===== config.mk =====
export PLATFORM = sky130hd
export DESIGN_NAME = gamepad_report_translator
export DESIGN_NICKNAME = d
export VERILOG_FILES = /design/src/sv/grt_pkg.sv /design/src/sv/gamepad_report_translator.sv /design/src/sv/grt_centre_store.sv /design/src/sv/grt_axis_map.sv
export SDC_FILE = /design/constraint.sdc
export NUM_CORES = 1
export LEC_CHECK = 0
export BUFFER_PORTS_ARGS = -buffer_cell sky130_fd_sc_hd__buf_4
export CORE_MARGIN = 2
export CORE_UTILIZATION = 30
export DETAILED_ROUTE_END_ITERATION = 10
export PLACE_DENSITY_LB_ADDON = 0.25
export REMOVE_ABC_BUFFERS = 1
export SYNTH_ARGS = -nofsm -noshare
export SYNTH_HDL_FRONTEND = slang
export SYNTH_SLANG_ARGS = --single-unit

===== constraint.sdc =====
create_clock -name clk -period 11.5 [get_ports clk]
set_clock_uncertainty 0.05 [all_clocks]
set_input_delay 0.575 -clock clk [delete_from_list [all_inputs] [get_ports clk]]
set_output_delay 0.575 -clock clk [all_outputs]
set_load 0.01 [all_outputs]

===== src/sv/grt_pkg.sv =====
package grt_pkg;

	localparam int PAD_W    = 2;
	localparam int AXIS_W   = 16;
	localparam int AXES     = 4;
	localparam int DELTA_W  = AXIS_W + 1;
	localparam int DZ_W     = 15;
	localparam int POS_W    = 8;

	localparam int S_DATA_W   = 120;
	localparam int S_USER_W   = 9;
	localparam int M_DATA_W   = 72;
	localparam int APB_DATA_W = 32;
	localparam int ADDR_W     = 3;

	localparam logic [ADDR_W-3:0] REG_DEAD_ZONE = 1'b0;

	localparam logic [7:0]      REPORT_KIND     = 8'h20;
	localparam logic [DZ_W-1:0] DEAD_ZONE_RESET = 15'd12000;
	localparam logic [15:0]     TRIG_SAT        = 16'h03FF;

	// Vertical axes (ly, ry) are inverted
	localparam logic [AXES-1:0] AXIS_INVERT = 4'b1010;

	typedef logic [AXES-1:0][AXIS_W-1:0] axis_row_t;

	typedef struct packed {
		logic             wr_en;
		logic             clr_en;
		logic [PAD_W-1:0] pad;
		axis_row_t        data;
	} store_upd_t;

	typedef struct packed {
		logic      valid;
		axis_row_t row;
	} store_rsp_t;

endpackage


===== src/sv/gamepad_report_translator.sv =====
// Pipeline: an accepted report passes through the stage 1, stage 2 and output registers to m_*.
// Throughput: one transaction per cycle unless m_tready stalls; calibration memory is read
// at acceptance, written back from stage 1, with a forwarding register for the same slot.
// Reset: clears pipeline and output valids and all calibration-valid bits, and loads
// dead_zone with 12000; calibration memory contents are not cleared.
module gamepad_report_translator #(
	parameter int PAD_SLOTS = 4
) (
	input  logic                           clk,
	input  logic                           arst_n,
	input  logic                           psel,
	input  logic                           penable,
	input  logic                           pwrite,
	input  logic [grt_pkg::ADDR_W-1:0]     paddr,
	input  logic [grt_pkg::APB_DATA_W-1:0] pwdata,
	output logic [grt_pkg::APB_DATA_W-1:0] prdata,
	output logic                           pready,
	input  logic                           s_tvalid,
	output logic                           s_tready,
	// pad_index, face_buttons, pad_buttons, left_trigger, right_trigger,
	// stick_lx, stick_ly, stick_rx, stick_ry, zero fill
	input  logic [grt_pkg::S_DATA_W-1:0]   s_tdata,
	// action, packet_kind
	input  logic [grt_pkg::S_USER_W-1:0]   s_tuser,
	output logic                           m_tvalid,
	input  logic                           m_tready,
	// out_pad, buttons_n, pressure_l2, pressure_r2, left_x, left_y, right_x, right_y,
	// zero fill
	output logic [grt_pkg::M_DATA_W-1:0]   m_tdata
);

	localparam int AXES = grt_pkg::AXES;

	logic [grt_pkg::DZ_W-1:0] dead_zone_q;
	logic                     cfg_sel;

	logic                         s_accept;
	logic [grt_pkg::PAD_W-1:0]    in_pad;
	grt_pkg::axis_row_t           in_axes;

	logic                         valid_s1;
	logic [grt_pkg::PAD_W-1:0]    pad_s1;
	logic                         action_s1;
	logic                         kind_ok_s1;
	logic                         in_range_s1;
	logic [7:0]                   face_s1;
	logic [7:0]                   padb_s1;
	logic [15:0]                  lt_s1;
	logic [15:0]                  rt_s1;
	grt_pkg::axis_row_t           raw_s1;

	logic                         report_s1;
	logic                         release_s1;
	grt_pkg::axis_row_t           centre;
	logic [AXES-1:0][grt_pkg::DELTA_W-1:0] delta;
	logic [15:0]                  pressed;

	logic                         valid_s2;
	logic [grt_pkg::PAD_W-1:0]    pad_s2;
	logic [15:0]                  buttons_n_s2;
	logic [7:0]                   l2_s2;
	logic [7:0]                   r2_s2;
	logic [AXES-1:0][grt_pkg::DELTA_W-1:0] delta_s2;

	logic [AXES-1:0][grt_pkg::POS_W-1:0] pos;

	logic                         out_valid_q;
	logic [grt_pkg::M_DATA_W-1:0] out_data_q;
	logic                         out_load;
	logic                         s2_free;
	logic                         s1_go;

	grt_pkg::store_upd_t upd;
	grt_pkg::store_rsp_t rsp;

	// Configuration port
	assign pready  = 1'b1;
	assign cfg_sel = (paddr[grt_pkg::ADDR_W-1:2] == grt_pkg::REG_DEAD_ZONE);
	assign prdata  = cfg_sel ? grt_pkg::APB_DATA_W'(dead_zone_q) : '0;

	// Flow control
	assign out_load = valid_s2 && (!out_valid_q || m_tready);
	assign s2_free  = !valid_s2 || out_load;
	assign s1_go    = valid_s1 && s2_free;
	assign s_tready = !valid_s1 || s2_free;
	assign s_accept = s_tvalid && s_tready;

	assign in_pad  = s_tdata[1:0];
	assign in_axes = {s_tdata[113:98], s_tdata[97:82], s_tdata[81:66], s_tdata[65:50]};

	grt_centre_store #(
		.PAD_SLOTS(PAD_SLOTS)
	) u_store (
		.clk     (clk),
		.arst_n  (arst_n),
		.rd_en   (s_accept),
		.rd_pad  (in_pad),
		.look_pad(pad_s1),
		.upd     (upd),
		.rsp     (rsp)
	);

	always_ff @(posedge clk or negedge arst_n) begin
		if (!arst_n) begin
			dead_zone_q <= grt_pkg::DEAD_ZONE_RESET;
			valid_s1    <= 1'b0;
			valid_s2    <= 1'b0;
			out_valid_q <= 1'b0;
		end else begin
			if (psel && penable && pwrite && pready && cfg_sel) begin
				dead_zone_q <= pwdata[grt_pkg::DZ_W-1:0];
			end
			if (s_accept) begin
				valid_s1 <= 1'b1;
			end else if (s1_go) begin
				valid_s1 <= 1'b0;
			end
			// drop releases, foreign reports and out-of-range pads here
			if (s1_go) begin
				valid_s2 <= report_s1;
			end else if (out_load) begin
				valid_s2 <= 1'b0;
			end
			if (out_load) begin
				out_valid_q <= 1'b1;
			end else if (m_tready) begin
				out_valid_q <= 1'b0;
			end
		end
	end

	// Stage 1: calibration lookup, deltas, buttons, pressures
	always_ff @(posedge clk) begin
		if (s_accept) begin
			pad_s1      <= in_pad;
			action_s1   <= s_tuser[0];
			kind_ok_s1  <= (s_tuser[8:1] == grt_pkg::REPORT_KIND);
			in_range_s1 <= (32'(in_pad) < PAD_SLOTS);
			face_s1     <= s_tdata[9:2];
			padb_s1     <= s_tdata[17:10];
			lt_s1       <= s_tdata[33:18];
			rt_s1       <= s_tdata[49:34];
			raw_s1      <= in_axes;
		end
	end

	assign report_s1  = in_range_s1 && !action_s1 && kind_ok_s1;
	assign release_s1 = in_range_s1 && action_s1;

	// First report of a slot becomes its centre
	assign upd.wr_en  = s1_go && report_s1 && !rsp.valid;
	assign upd.clr_en = s1_go && release_s1;
	assign upd.pad    = pad_s1;
	assign upd.data   = raw_s1;

	always_comb begin
		centre = rsp.valid ? rsp.row : raw_s1;
		for (int a = 0; a < AXES; a++) begin
			if (grt_pkg::AXIS_INVERT[a]) begin
				delta[a] = {centre[a][15], centre[a]} - {raw_s1[a][15], raw_s1[a]};
			end else begin
				delta[a] = {raw_s1[a][15], raw_s1[a]} - {centre[a][15], centre[a]};
			end
		end
		pressed = {face_s1[6], face_s1[4], face_s1[5], face_s1[7],
			padb_s1[5], padb_s1[4], (rt_s1 != 16'd0), (lt_s1 != 16'd0),
			padb_s1[2], padb_s1[1], padb_s1[3], padb_s1[0],
			face_s1[2], padb_s1[7], padb_s1[6], face_s1[3]};
	end

	always_ff @(posedge clk) begin
		if (s1_go) begin
			pad_s2       <= pad_s1;
			buttons_n_s2 <= ~pressed;
			l2_s2        <= (lt_s1 > grt_pkg::TRIG_SAT) ? 8'hFF : lt_s1[9:2];
			r2_s2        <= (rt_s1 > grt_pkg::TRIG_SAT) ? 8'hFF : rt_s1[9:2];
			delta_s2     <= delta;
		end
	end

	// Stage 2: dead zone, scale and clamp
	for (genvar g = 0; g < AXES; g++) begin : g_axis
		grt_axis_map u_map (
			.delta    ($signed(delta_s2[g])),
			.dead_zone(dead_zone_q),
			.pos      (pos[g])
		);
	end

	always_ff @(posedge clk) begin
		if (out_load) begin
			out_data_q <= {6'b0, pos[3], pos[2], pos[1], pos[0],
				r2_s2, l2_s2, buttons_n_s2, pad_s2};
		end
	end

	assign m_tvalid = out_valid_q;
	assign m_tdata  = out_data_q;

endmodule


===== src/sv/grt_centre_store.sv =====
module grt_centre_store #(
	parameter int PAD_SLOTS = 4
) (
	input  logic                      clk,
	input  logic                      arst_n,
	input  logic                      rd_en,
	input  logic [grt_pkg::PAD_W-1:0] rd_pad,
	input  logic [grt_pkg::PAD_W-1:0] look_pad,
	input  grt_pkg::store_upd_t       upd,
	output grt_pkg::store_rsp_t       rsp
);

	localparam int AW = (PAD_SLOTS > 1) ? $clog2(PAD_SLOTS) : 1;

	grt_pkg::axis_row_t   mem [PAD_SLOTS];
	grt_pkg::axis_row_t   rd_row_q;
	grt_pkg::axis_row_t   fwd_row_q;
	logic                 fwd_hit_q;
	logic [PAD_SLOTS-1:0] valid_q;

	always_ff @(posedge clk) begin
		if (upd.wr_en) begin
			mem[AW'(upd.pad)] <= upd.data;
		end
		if (rd_en) begin
			rd_row_q  <= mem[AW'(rd_pad)];
			fwd_row_q <= upd.data;
		end
	end

	// Capture a row written in the same cycle as the read of the same slot
	always_ff @(posedge clk or negedge arst_n) begin
		if (!arst_n) begin
			fwd_hit_q <= 1'b0;
			valid_q   <= '0;
		end else begin
			if (rd_en) begin
				fwd_hit_q <= upd.wr_en && (upd.pad == rd_pad);
			end
			if (upd.wr_en) begin
				valid_q[AW'(upd.pad)] <= 1'b1;
			end
			if (upd.clr_en) begin
				valid_q[AW'(upd.pad)] <= 1'b0;
			end
		end
	end

	assign rsp.valid = valid_q[AW'(look_pad)];
	assign rsp.row   = fwd_hit_q ? fwd_row_q : rd_row_q;

endmodule


===== src/sv/grt_axis_map.sv =====
module grt_axis_map (
	input  logic signed [grt_pkg::DELTA_W-1:0] delta,
	input  logic        [grt_pkg::DZ_W-1:0]    dead_zone,
	output logic        [grt_pkg::POS_W-1:0]   pos
);

	logic signed [grt_pkg::DELTA_W-1:0] dz;
	logic signed [grt_pkg::DELTA_W-1:0] kept;
	logic                               in_dz;
	logic signed [9:0]                  sum;

	always_comb begin
		dz    = $signed({2'b00, dead_zone});
		in_dz = (delta < dz) && (delta > -dz);
		kept  = in_dz ? '0 : delta;
		// floor(kept / 256) + 128
		sum   = $signed({kept[grt_pkg::DELTA_W-1], kept[grt_pkg::DELTA_W-1:8]}) + 10'sd128;
		if (sum[9]) begin
			pos = '0;
		end else if (sum[8]) begin
			pos = '1;
		end else begin
			pos = sum[7:0];
		end
	end

endmodule


* After elaboration in Yosys (flattened, before gate mapping)
Memory sizes are Yosys's and may differ from the RTL's. A register that Yosys moved wholly into a read port is not among the register bits. Index checks and enable logic that the tools add are counted.
Storage, ports and cells: word-level logic and storage cells 117, input port bits 171, memories kept 1, flip-flop bits (word level) 371, RAM bits 256
Memory list:
- u_store.mem | depth 4, bits a word 64, read ports 1, clocked after Yosys merged registers in 1, wr ports 1, line grt_centre_store.sv:15 | grt_pkg::axis_row_t mem [PAD_SLOTS];
Cells by class: reductions and logical operators 29, add/subtract/negate cells 9, bitwise logic cells 5, $lt $le $gt $ge 12, mux-type cells 25, eq/ne operators 2
Operator list (count):
- $mux W64 | 2
- $gt A17 B17 Y1 | 4
- $lt A17 B16 Y1 | 4
- $mux W17 | 4
- $sub A16 B16 Y17 | 4
- $add A9 B9 Y10 const B | 4
- $gt A16 B10 Y1 const B | 2
- $mux W8 | 4
- $reduce_bool A16 Y1 | 2
- $neg A15 Y17 | 1
- $logic_and A1 B1 Y1 | 16
- $not A16 Y16 | 1
- $mux W15 | 1
- $mux W1 | 10
- $eq A8 B6 Y1 const B | 1
- $mux W4 | 2
- $reduce_bool A2 Y1 | 3
- $logic_not A1 Y1 | 5
- $and A4 B4 Y4 | 1
- $not A4 Y4 | 1
- $or A4 B4 Y4 | 1
- $logic_or A1 B1 Y1 | 3
- $lt A2 B3 Y1 const B | 1
- $bmux W1 S2 | 1
- 4 further kinds | 4

* Logic depth before layout (Yosys ltp)
Gate-level depths: netlist of run 1.
word-level depth 10, depth in mapped cells 18, depth with buffers taken out 18

* Modules after synthesis
Synthesis of run 1 repeated with hierarchy kept, for this count alone.
Second synthesis, totals: cell total of the unflattened synthesis 2139, area total of the unflattened synthesis 32493.7 sq um
Modules (own cells, without submodules):
- grt_centre_store | cells an instance 556, seq. area each 11656.2 sq um, area an instance 14099.8 sq um, instances 1
- gamepad_report_translator | cells an instance 979, seq. area each 8927.3 sq um, area an instance 13584.3 sq um, instances 1
- grt_axis_map | cells an instance 151, seq. area each 0.0 sq um, area an instance 1202.4 sq um, instances 4

* Least setup slack after synthesis of run 1
Ideal clock, no wire load.
kind input to register, from input m_tready, to register u_store.valid_q[0], stages on the path 6, slack 2583 ps, data arrival time 8785 ps, library setup time 82 ps, buffers on the path 0, cell sequence nor2b_1 nand2_1 and2_1 nand4bb_1 nor3_1 o32a_1
Between the ends: word-level cells in the longest chain between the ends 9
Ends and longest elaborated chain:
- start, declared | line gamepad_report_translator.sv:26 | input logic m_tready,
- $logic_or A1 B1 Y1 (*) | line gamepad_report_translator.sv:82 | assign out_load = valid_s2 && (!out_valid_q || m_tready);
- $logic_and A1 B1 Y1 (*) | line gamepad_report_translator.sv:82
- $logic_or A1 B1 Y1 (*) | line gamepad_report_translator.sv:83 | assign s2_free = !valid_s2 || out_load;
- $logic_and A1 B1 Y1 (*) | line gamepad_report_translator.sv:84 | assign s1_go = valid_s1 && s2_free;
- named net s1_go | line gamepad_report_translator.sv:71 | logic s1_go;
- $logic_and A1 B1 Y1 (2 in series) | line gamepad_report_translator.sv:151 | assign upd.wr_en = s1_go && report_s1 && !rsp.valid;
- $mux W4 | line grt_centre_store.sv:40 | if (upd.wr_en) begin
- $and A4 B4 Y4 (no source line)
- $mux W4 (*) | line grt_centre_store.sv:43 | if (upd.clr_en) begin
- end signal, assigned | line grt_centre_store.sv:35 | valid_q <= '0;
- end signal, assigned by index | line grt_centre_store.sv:41 | valid_q[AW'(upd.pad)] <= 1'b1;
- end signal, assigned by index | line grt_centre_store.sv:44 | valid_q[AW'(upd.pad)] <= 1'b0;
- end, declared | line grt_centre_store.sv:19 | logic [PAD_SLOTS-1:0] valid_q;
The timed path passes the listed nets; every way through them passes the cells marked *. A chain may end at the register's enable or synchronous reset.

* Worst setup path after layout of run 1
from register dead_zone_q[0] (netlist name), to register out_data_q, in the netlist m_tdata[59] (data pin)
Between the ends: word-level cells in the longest chain between the ends 6
Ends and longest elaborated chain:
- start, declared | line gamepad_report_translator.sv:34 | logic [grt_pkg::DZ_W-1:0] dead_zone_q;
- start signal, assigned | line gamepad_report_translator.sv:105 | dead_zone_q <= grt_pkg::DEAD_ZONE_RESET;
- start signal, assigned | line gamepad_report_translator.sv:111 | dead_zone_q <= pwdata[grt_pkg::DZ_W-1:0];
- $neg A15 Y17 | line grt_axis_map.sv:14 | in_dz = (delta < dz) && (delta > -dz);
- $gt A17 B17 Y1 | line grt_axis_map.sv:14
- $logic_and A1 B1 Y1 (*) | line grt_axis_map.sv:14
- $mux W17 (*) | line grt_axis_map.sv:15 | kept = in_dz ? '0 : delta;
- $add A9 B9 Y10 (*) | line grt_axis_map.sv:17 | sum = $signed({kept[grt_pkg::DELTA_W-1], kept[grt_pkg::DELTA_W-1:8]}) + 10'sd128;
- $mux W8 | line grt_axis_map.sv:20 | end else if (sum[8]) begin
- end signal, assigned | line gamepad_report_translator.sv:192 | out_data_q <= {6'b0, pos[3], pos[2], pos[1], pos[0],
- end, declared | line gamepad_report_translator.sv:68 | logic [grt_pkg::M_DATA_W-1:0] out_data_q;
Every way passes the cells marked *; elsewhere a longest branch is shown, timed or not.

==> results of run 1 <==
[cell usage in the layout, fill, tap and decap left out, types with 47 or more instances in the layout]
cell type and instances:
nor2_1 116, inv_1 95, o21ai_0 80, nor3_1 47, clkbuf_16 84, edfxtp_1 666, a21oi_1 103, buf_4 244
nand2_1 88, ha_1 189, mux2i_1 64, mux4_2 64
[registers in the layout (all words and copies together), names as in the netlist, 4 cells and up]
register	count
u_store.fwd_row_q	64
r2_s2	8
raw_s1	64
buttons_n_s2	16
rt_s1	16
lt_s1	16
m_tdata	66
dead_zone_q	15
delta_s2	68
u_store.valid_q	4
u_store.rd_row_q	64
padb_s1	8
l2_s2	8
face_s1	6
u_store.mem	256
[cell type report]
cell class,count,area (um2),area share
flip-flops and latches,689,20590,0.5577
multi-input cells,1189,9741,0.2639
clock buffers,97,2151,0.05827
repair buffers,245,1842,0.04989
well taps,1368,1712,0.04637
clock inverters,50,514.2,0.01393
inverters,96,367.9,0.009965
[worst max-delay path: cells and delay by family (launching register included)]
family                     cells  cell delay, ps
DFF                            1             510
AOI/OAI and AO/OA              3             610
xor gates and xnor gates       1             350
adders and majority gates      2             750
and+or+nand+nor               10            2820
[layer usage]
layer	up-vias	share of wire
li1	8307	-
met1	8821	0.46
met2	367	0.48
met3	124	0.042
met4	0	0.027
met5	-	0
[logic make-up (layout without fill, tap and decap cells)]
| kind of cell | count (synthesis) | in the layout | share of synthesized area |
|---|---|---|---|
| compound gates | 316 | 316 | 0.06360 |
| xor+xnor | 61 | 61 | 0.01923 |
| fa+ha+maj | 195 | 195 | 0.07979 |
| buf+inv | 162 | 488 | 0.02283 |
| flops | 689 | 689 | 0.6660 |
| mux | 144 | 144 | 0.07356 |
| other cells | 2 | 24 | 0.0002430 |
| simple gates | 449 | 449 | 0.07477 |
[where the power goes]
part / leakage, uW / internal, uW / switching, uW
clock network: 0.00129 / 1540 / 1020
logic: 0.00551 / 591 / 771
registers: 0.00645 / 2980 / 141
[stage by stage]
step	setup WS (ps)	instance area (um2)	cells	util	hold WS, ps
after floorplan	2584	30640	1974	-	229.4
after global placement	6196	34240	3586	0.3356	352.3
after detailed placement	6141	34240	3586	0.3356	354.5
after CTS	6111	36910	3734	0.3618	32.65
after global routing	5786	36910	3734	0.3618	42.50
final	6156	36910	3734	0.3618	76.90
[repair_timing]
action / CTS / global route
endpoints found under the hold margin: 16 / 0
setup endpoints to repair: 0 / 0
hold buffers: 1 / 0
[final timing paths]
kind | depth (start not counted) | end | slack, ps | startpoint
setup reg to reg | 16 | m_tdata[59] | 6160 | dead_zone_q[0]
hold / removal | 1 | raw_s1[25] | 80 | s_tdata[75]
hold reg to reg | 0 | m_tdata[3] | 350 | buttons_n_s2[1]
min in group asynchronous | 2 | m_tvalid | 390 | arst_n
max in group asynchronous | 2 | dead_zone_q[5] | 10670 | arst_n
setup / recovery | 16 | m_tdata[59] | 6160 | dead_zone_q[0]
==> flow_metrics.tcl, run 1 <==
set metrics [dict create \
    status "finished, final reports clean" \
    ys_seq_area_frac 0.6660 \
    vdd_drop_max_mv 0.09983 \
    power_density_mw_per_mm2 190.9 \
    core_area_mm2 0.1020 \
    fmaxAchievable_mhz 187.1 \
    nets 2664 \
    leakagePower_uw 0.01325 \
    worstPathCellList "or4_4, nor4_1, nand2_1, nor3_1, xnor2_1, ha_1, a21oi_1, nor2b_1, o21ai_0, or4b_2, a211o_1, and3_1, nand2b_1, ha_1, and4_4, nor3_2" \
    yosys_most_used_dff "edfxtp_1" \
    setup_viol 0 \
    cts_tree "yes" \
    synth_cell_types 78 \
    track_usage 0.1382 \
    arrival_ps 5650 \
    finalHoldViolCount 0 \
    drc_errors 0 \
    synth-seq-cells 689 \
    slew_headroom 0.2607 \
    worstPathMaxFanout 8 \
    busiest_layer "met2" \
    grtUsageMet1 0.1814 \
    synthCells 2018 \
    cts_buffer_depth 3 \
    hpwl_um 49930 \
    place.gp.congestion 0.8424 \
    synth.top_cells.by_count "edfxtp_1 (666), ha_1 (189), nor2_1 (119), a21oi_1 (103), inv_1 (96)" \
    n_antenna_cell 0 \
    grt_setup_unrepaired "no" \
    drt-vias-per-instance 4.719 \
    numCtsBuffers 79 \
    drtAntennaViolNets 0 \
    synth_most_common_cell "edfxtp_1" \
    synth_area_per_cell_um2 15.32 \
    final.period_utilization 0.4647 \
    grt_pass1_wl_um 111400 \
    post_synth_instance_area_mm2 0.03091 \
    die_width_um 325.0 \
    finalMaxSlewViolations 0 \
    grt_overflow_total 0 \
    clockRootBuffer "clkbuf_16" \
    cts_htree_levels 3 \
    grtUsageMet2 0.2297 \
    post_cts_buffers 0 \
    port_buffers 226 \
    num_vias 17620 \
    cts.sinks 689 \
    clk_latency_ps 620 \
    critPathCaptureType "flop" \
    cts.repair.resized 0 \
    grt_pass1_vias 18410 \
    start_kind "flop" \
    io_pins 278 \
    critPathMaxStageDelay_ps 620 \
    antenna_found_initial 2 \
    yosys_warnings 0 \
    wl_per_cell_um 19.79 \
    min_period_ps 5344 \
    path_clk_slew_ps 60 \
    grt_max_degree 88 \
    totalPowerFinal_uw 7046 \
    synth_top_area_share 0.6471 \
    critical_path_required_ps 11800 \
    synth_edf_count 666 \
    hold_class "in -> reg" \
    die_y_um 325.0 \
    fin_tns_setup_ps 0 \
    drive_gt1_frac 0.2151 \
    num_rows 117 \
    dr.first_iter.drc_count 1018 \
    routed_wl_um 73880 \
    synth.area.top_cells "edfxtp_1 (65%), ha_1 (7.7%), mux4_2 (4.7%)" \
    area_growth_pct 19.44 \
    synth_top_area_cell "edfxtp_1" \
    critical_path_class "reg -> reg" \
    max-cap-violations 0 \
    worstMarginPinSlew_ps 1103 \
    timing.critical_path.mode_cell "ha_1" \
    async_flop_share 0.03338 \
    die-area_mm2 0.1056 \
    slowest_stage "or4_4" \
    fillers 9650 \
    grtUsageMet3 0.02726 \
    initial_core_util 0.3029 \
    drtPass1Iterations 5 \
]
No activity file was read; power rests on OpenSTA's default activity.
==> run 2, diff against run 1 <==
--- a/config.mk
+++ b/config.mk
@@ -5,6 +5,7 @@
 export SDC_FILE = /design/constraint.sdc
 export NUM_CORES = 1
 export LEC_CHECK = 0
+export ABC_AREA = 1
 export BUFFER_PORTS_ARGS = -buffer_cell sky130_fd_sc_hd__buf_4
 export CORE_MARGIN = 2
 export CORE_UTILIZATION = 30
==> constraint.sdc (replaced) <==
create_clock -name clk -period 5.5 [get_ports clk]
set_clock_uncertainty 0.05 [all_clocks]
set_input_delay 0.275 -clock clk [delete_from_list [all_inputs] [get_ports clk]]
set_output_delay 0.275 -clock clk [all_outputs]
set_load 0.01 [all_outputs]
==> run 2 against run 1 <==
Hold slack worse by 7.5 ps. Via count up 13%. Synthesized area up 0.52%. Setup slack worse by 5300 ps. Critical path type unchanged. Non-clock buffer count up 136. Combinational power up 83%. Register-to-register slack worse by 5300 ps. Largest cell class unchanged. Routed wire length up 4.3%. Global-route usage up 0.64 points.
==> flow_metrics.tcl, run 2 <==
set metrics [dict create \
    track_usage 0.1446 \
    worst-path-buf-inv 2 \
    max-cap-violations 0 \
    fmaxAchievable_mhz 215.4 \
    synth.top_cells.by_count "edfxtp_1 (666), nand2_1 (302), nor2_1 (223), inv_1 (216), o21ai_0 (214)" \
    drtAntennaViolNets 0 \
    grt_max_degree 98 \
    grt_setup_unrepaired "no" \
    regMostFlops "u_store.mem" \
    start_kind "flop" \
    cts_tree "yes" \
    dp_cells 4052 \
    place.gp.congestion 0.8645 \
    synth_cell_types 53 \
    die_width_um 325.8 \
    clockRootBuffer "clkbuf_16" \
    yosys_warnings 0 \
    path_clk_slew_ps 60 \
    power_density_mw_per_mm2 370.1 \
    ys_seq_area_frac 0.6625 \
    leakagePower_uw 0.01457 \
    slowest_stage "xor2_1" \
    synth_top_area_cell "edfxtp_1" \
    arrival_ps 4960 \
    critical_path_required_ps 5820 \
    synth_most_common_cell "edfxtp_1" \
    cts_buffer_depth 3 \
    grt_overflow_total 0 \
    clk_latency_ps 630 \
    initial_core_util 0.3015 \
    drive_gt1_frac 0.1444 \
    largest_register_ffs 256 \
    area_growth_pct 23.17 \
    synth_area_per_cell_um2 12.43 \
    synthCells 2500 \
    finalHoldViolCount 0 \
    worstMarginPinSlew_ps 996.6 \
    setup_viol 0 \
    numCtsBuffers 77 \
    grt_pass1_wl_um 117400 \
    num_vias 19850 \
    min_period_ps 4643 \
    rrSetupSlack_ps 860 \
    drc_errors 0 \
    finalMaxSlewViolations 0 \
    final_cell_mix "edfxtp_1 (666), nand2_1 (301), buf_4 (244)" \
    routed_wl_um 77070 \
    worstRegToRegCells 21 \
    die-area_mm2 0.1061 \
    post_synth_instance_area_mm2 0.03107 \
    critPathCaptureType "flop" \
    yosys_most_used_dff "edfxtp_1" \
    core_area_mm2 0.1031 \
    synth.area.top_cells "edfxtp_1 (64%), ha_1 (7.6%), nand2_1 (3.6%)" \
    drtPass1Iterations 5 \
    synth_top_area_share 0.6437 \
    r2r-end "m_tdata[51]" \
    vdd_drop_max_mv 0.2271 \
    cts.sinks 689 \
    cts.repair.resized 0 \
    cts_htree_levels 3 \
    drt-vias-per-instance 4.588 \
    antenna_found_initial 1 \
    num_rows 118 \
    worstPathCellList "inv_1, ha_1, nand2_1, nor2_1, nand4_1, nor4_1, nand4_1, xor2_1, ha_1, a21oi_1, nor2_1, a211oi_1, nand3b_1, inv_1, nand2_1, nand2_1, nand2_2, nand3_4, nand2_1, ha_1, a21oi_1" \
    setup_slack_ps 857.2 \
    final_common_cell "edfxtp_1" \
    final.period_utilization 0.8442 \
    critPathMaxStageDelay_ps 510 \
    dpl_worst_slack_ps 818.2 \
    synth-seq-cells 689 \
    final_core_util 0.3713 \
    io_pins 278 \
    timing.critical_path.mode_cell "nand2_1" \
    hpwl_um 51070 \
    status "finished, final reports clean" \
    port_buffers 226 \
    nets 3246 \
    critical_path_class "reg -> reg" \
    whs_ps 69.43 \
    grt_pass1_vias 19540 \
    synth_edf_count 666 \
    worstPathMaxFanout 8 \
    dr.first_iter.drc_count 1225 \
    async_flop_share 0.03338 \
    r2r_start "dead_zone_q[0]" \
    hold_class "in -> async" \
    critical_path.top_delay_family "simple AND/OR/NAND/NOR gates" \
    wl_per_cell_um 17.82 \
    die_y_um 325.8 \
    fin_cells 4326 \
    slew_headroom 0.3356 \
    totalPowerFinal_uw 14160 \
]
## run 2: cell types whose count changed after synthesis, moves of 41 or more
cell      before  now
nand2_1       88  302
o21ai_0       80  214
inv_1         96  216
nor2_1       119  223
mux4_2        65    0
o22ai_1        3   66
nor2b_1       46    0
clkbuf_1      31   74
a21oi_1      103  144
xor2_1        12   53
## run 2: power breakdown
group	switching [uW]	internal, uW
logic	1510	979
clock network	2110	3070
registers	279	6220
total	3900	10300
## run 2: cell families (layout without fill, tap and decap cells)
group,count (synthesis),after routing,share of synthesized area
AO/OA/AOI/OAI,512,512,0.09182
flip-flops,689,689,0.6625
other,2,26,0.0002417
AND/OR/NAND/NOR,685,685,0.09634
multiplexers,30,30,0.009666
adder cells (fa/ha/maj),193,193,0.07870
buffers and inverters,322,744,0.04180
XOR/XNOR,67,67,0.01889
## run 2: routing by layer
| metal | part of all wire | track usage | up-vias |
|---|---|---|---|
| li1 | - | - | 9756 |
| met2 | 0.45 | 0.2289 | 425 |
| met1 | 0.48 | 0.2056 | 9566 |
| met3 | 0.043 | 0.02326 | 99 |
| met4 | 0.022 | 0.03967 | 0 |
| met5 | 0 | 0 | - |
## run 2: cell type report
class / count / area [um2]
diodes: 2 / 5.005
repair buffers: 381 / 3263
well taps: 1380 / 1727
flip-flops and latches: 689 / 20590
multi-input cells: 1511 / 9306
clock inverters: 41 / 446.7
clock buffers: 100 / 2086
inverters: 222 / 845.8
fillers: 10010 / 64790
## run 2: repair_timing
item / CTS / global route
hold endpoints to repair: 152 / 0
buffers inserted: 0 / 0
endpoints found under the setup margin: 0 / 0
hold buffers: 131 / 0
## run 2: metrics by stage
| stage | cell area [um2] | TNS (ps) |
|---|---|---|
| after floorplan | 30680 | -864100 |
| after global routing | 38260 | 0 |
| after detailed placement | 34420 | 0 |
| after global placement | 34420 | 0 |
| final | 38270 | 0 |
| after CTS | 38260 | 0 |
## run 2: how the worst max path moves through the flow
| stage | slack, ps | end | cells after the start | startpoint |
|---|---|---|---|---|
| 3_3_place_gp | 930 | m_tdata[52] | 21 | dead_zone_q[0] |
| 2_1_floorplan | -2750 | u_store.mem[2][0] | 9 | m_tvalid |
| 4_1_cts | 820 | m_tdata[51] | 21 | dead_zone_q[0] |
| 6_report | 860 | m_tdata[51] | 21 | dead_zone_q[0] |
| 3_5_place_dp | 820 | m_tdata[51] | 21 | dead_zone_q[0] |
| 5_1_grt | 370 | m_tdata[55] | 21 | dead_zone_q[0] |
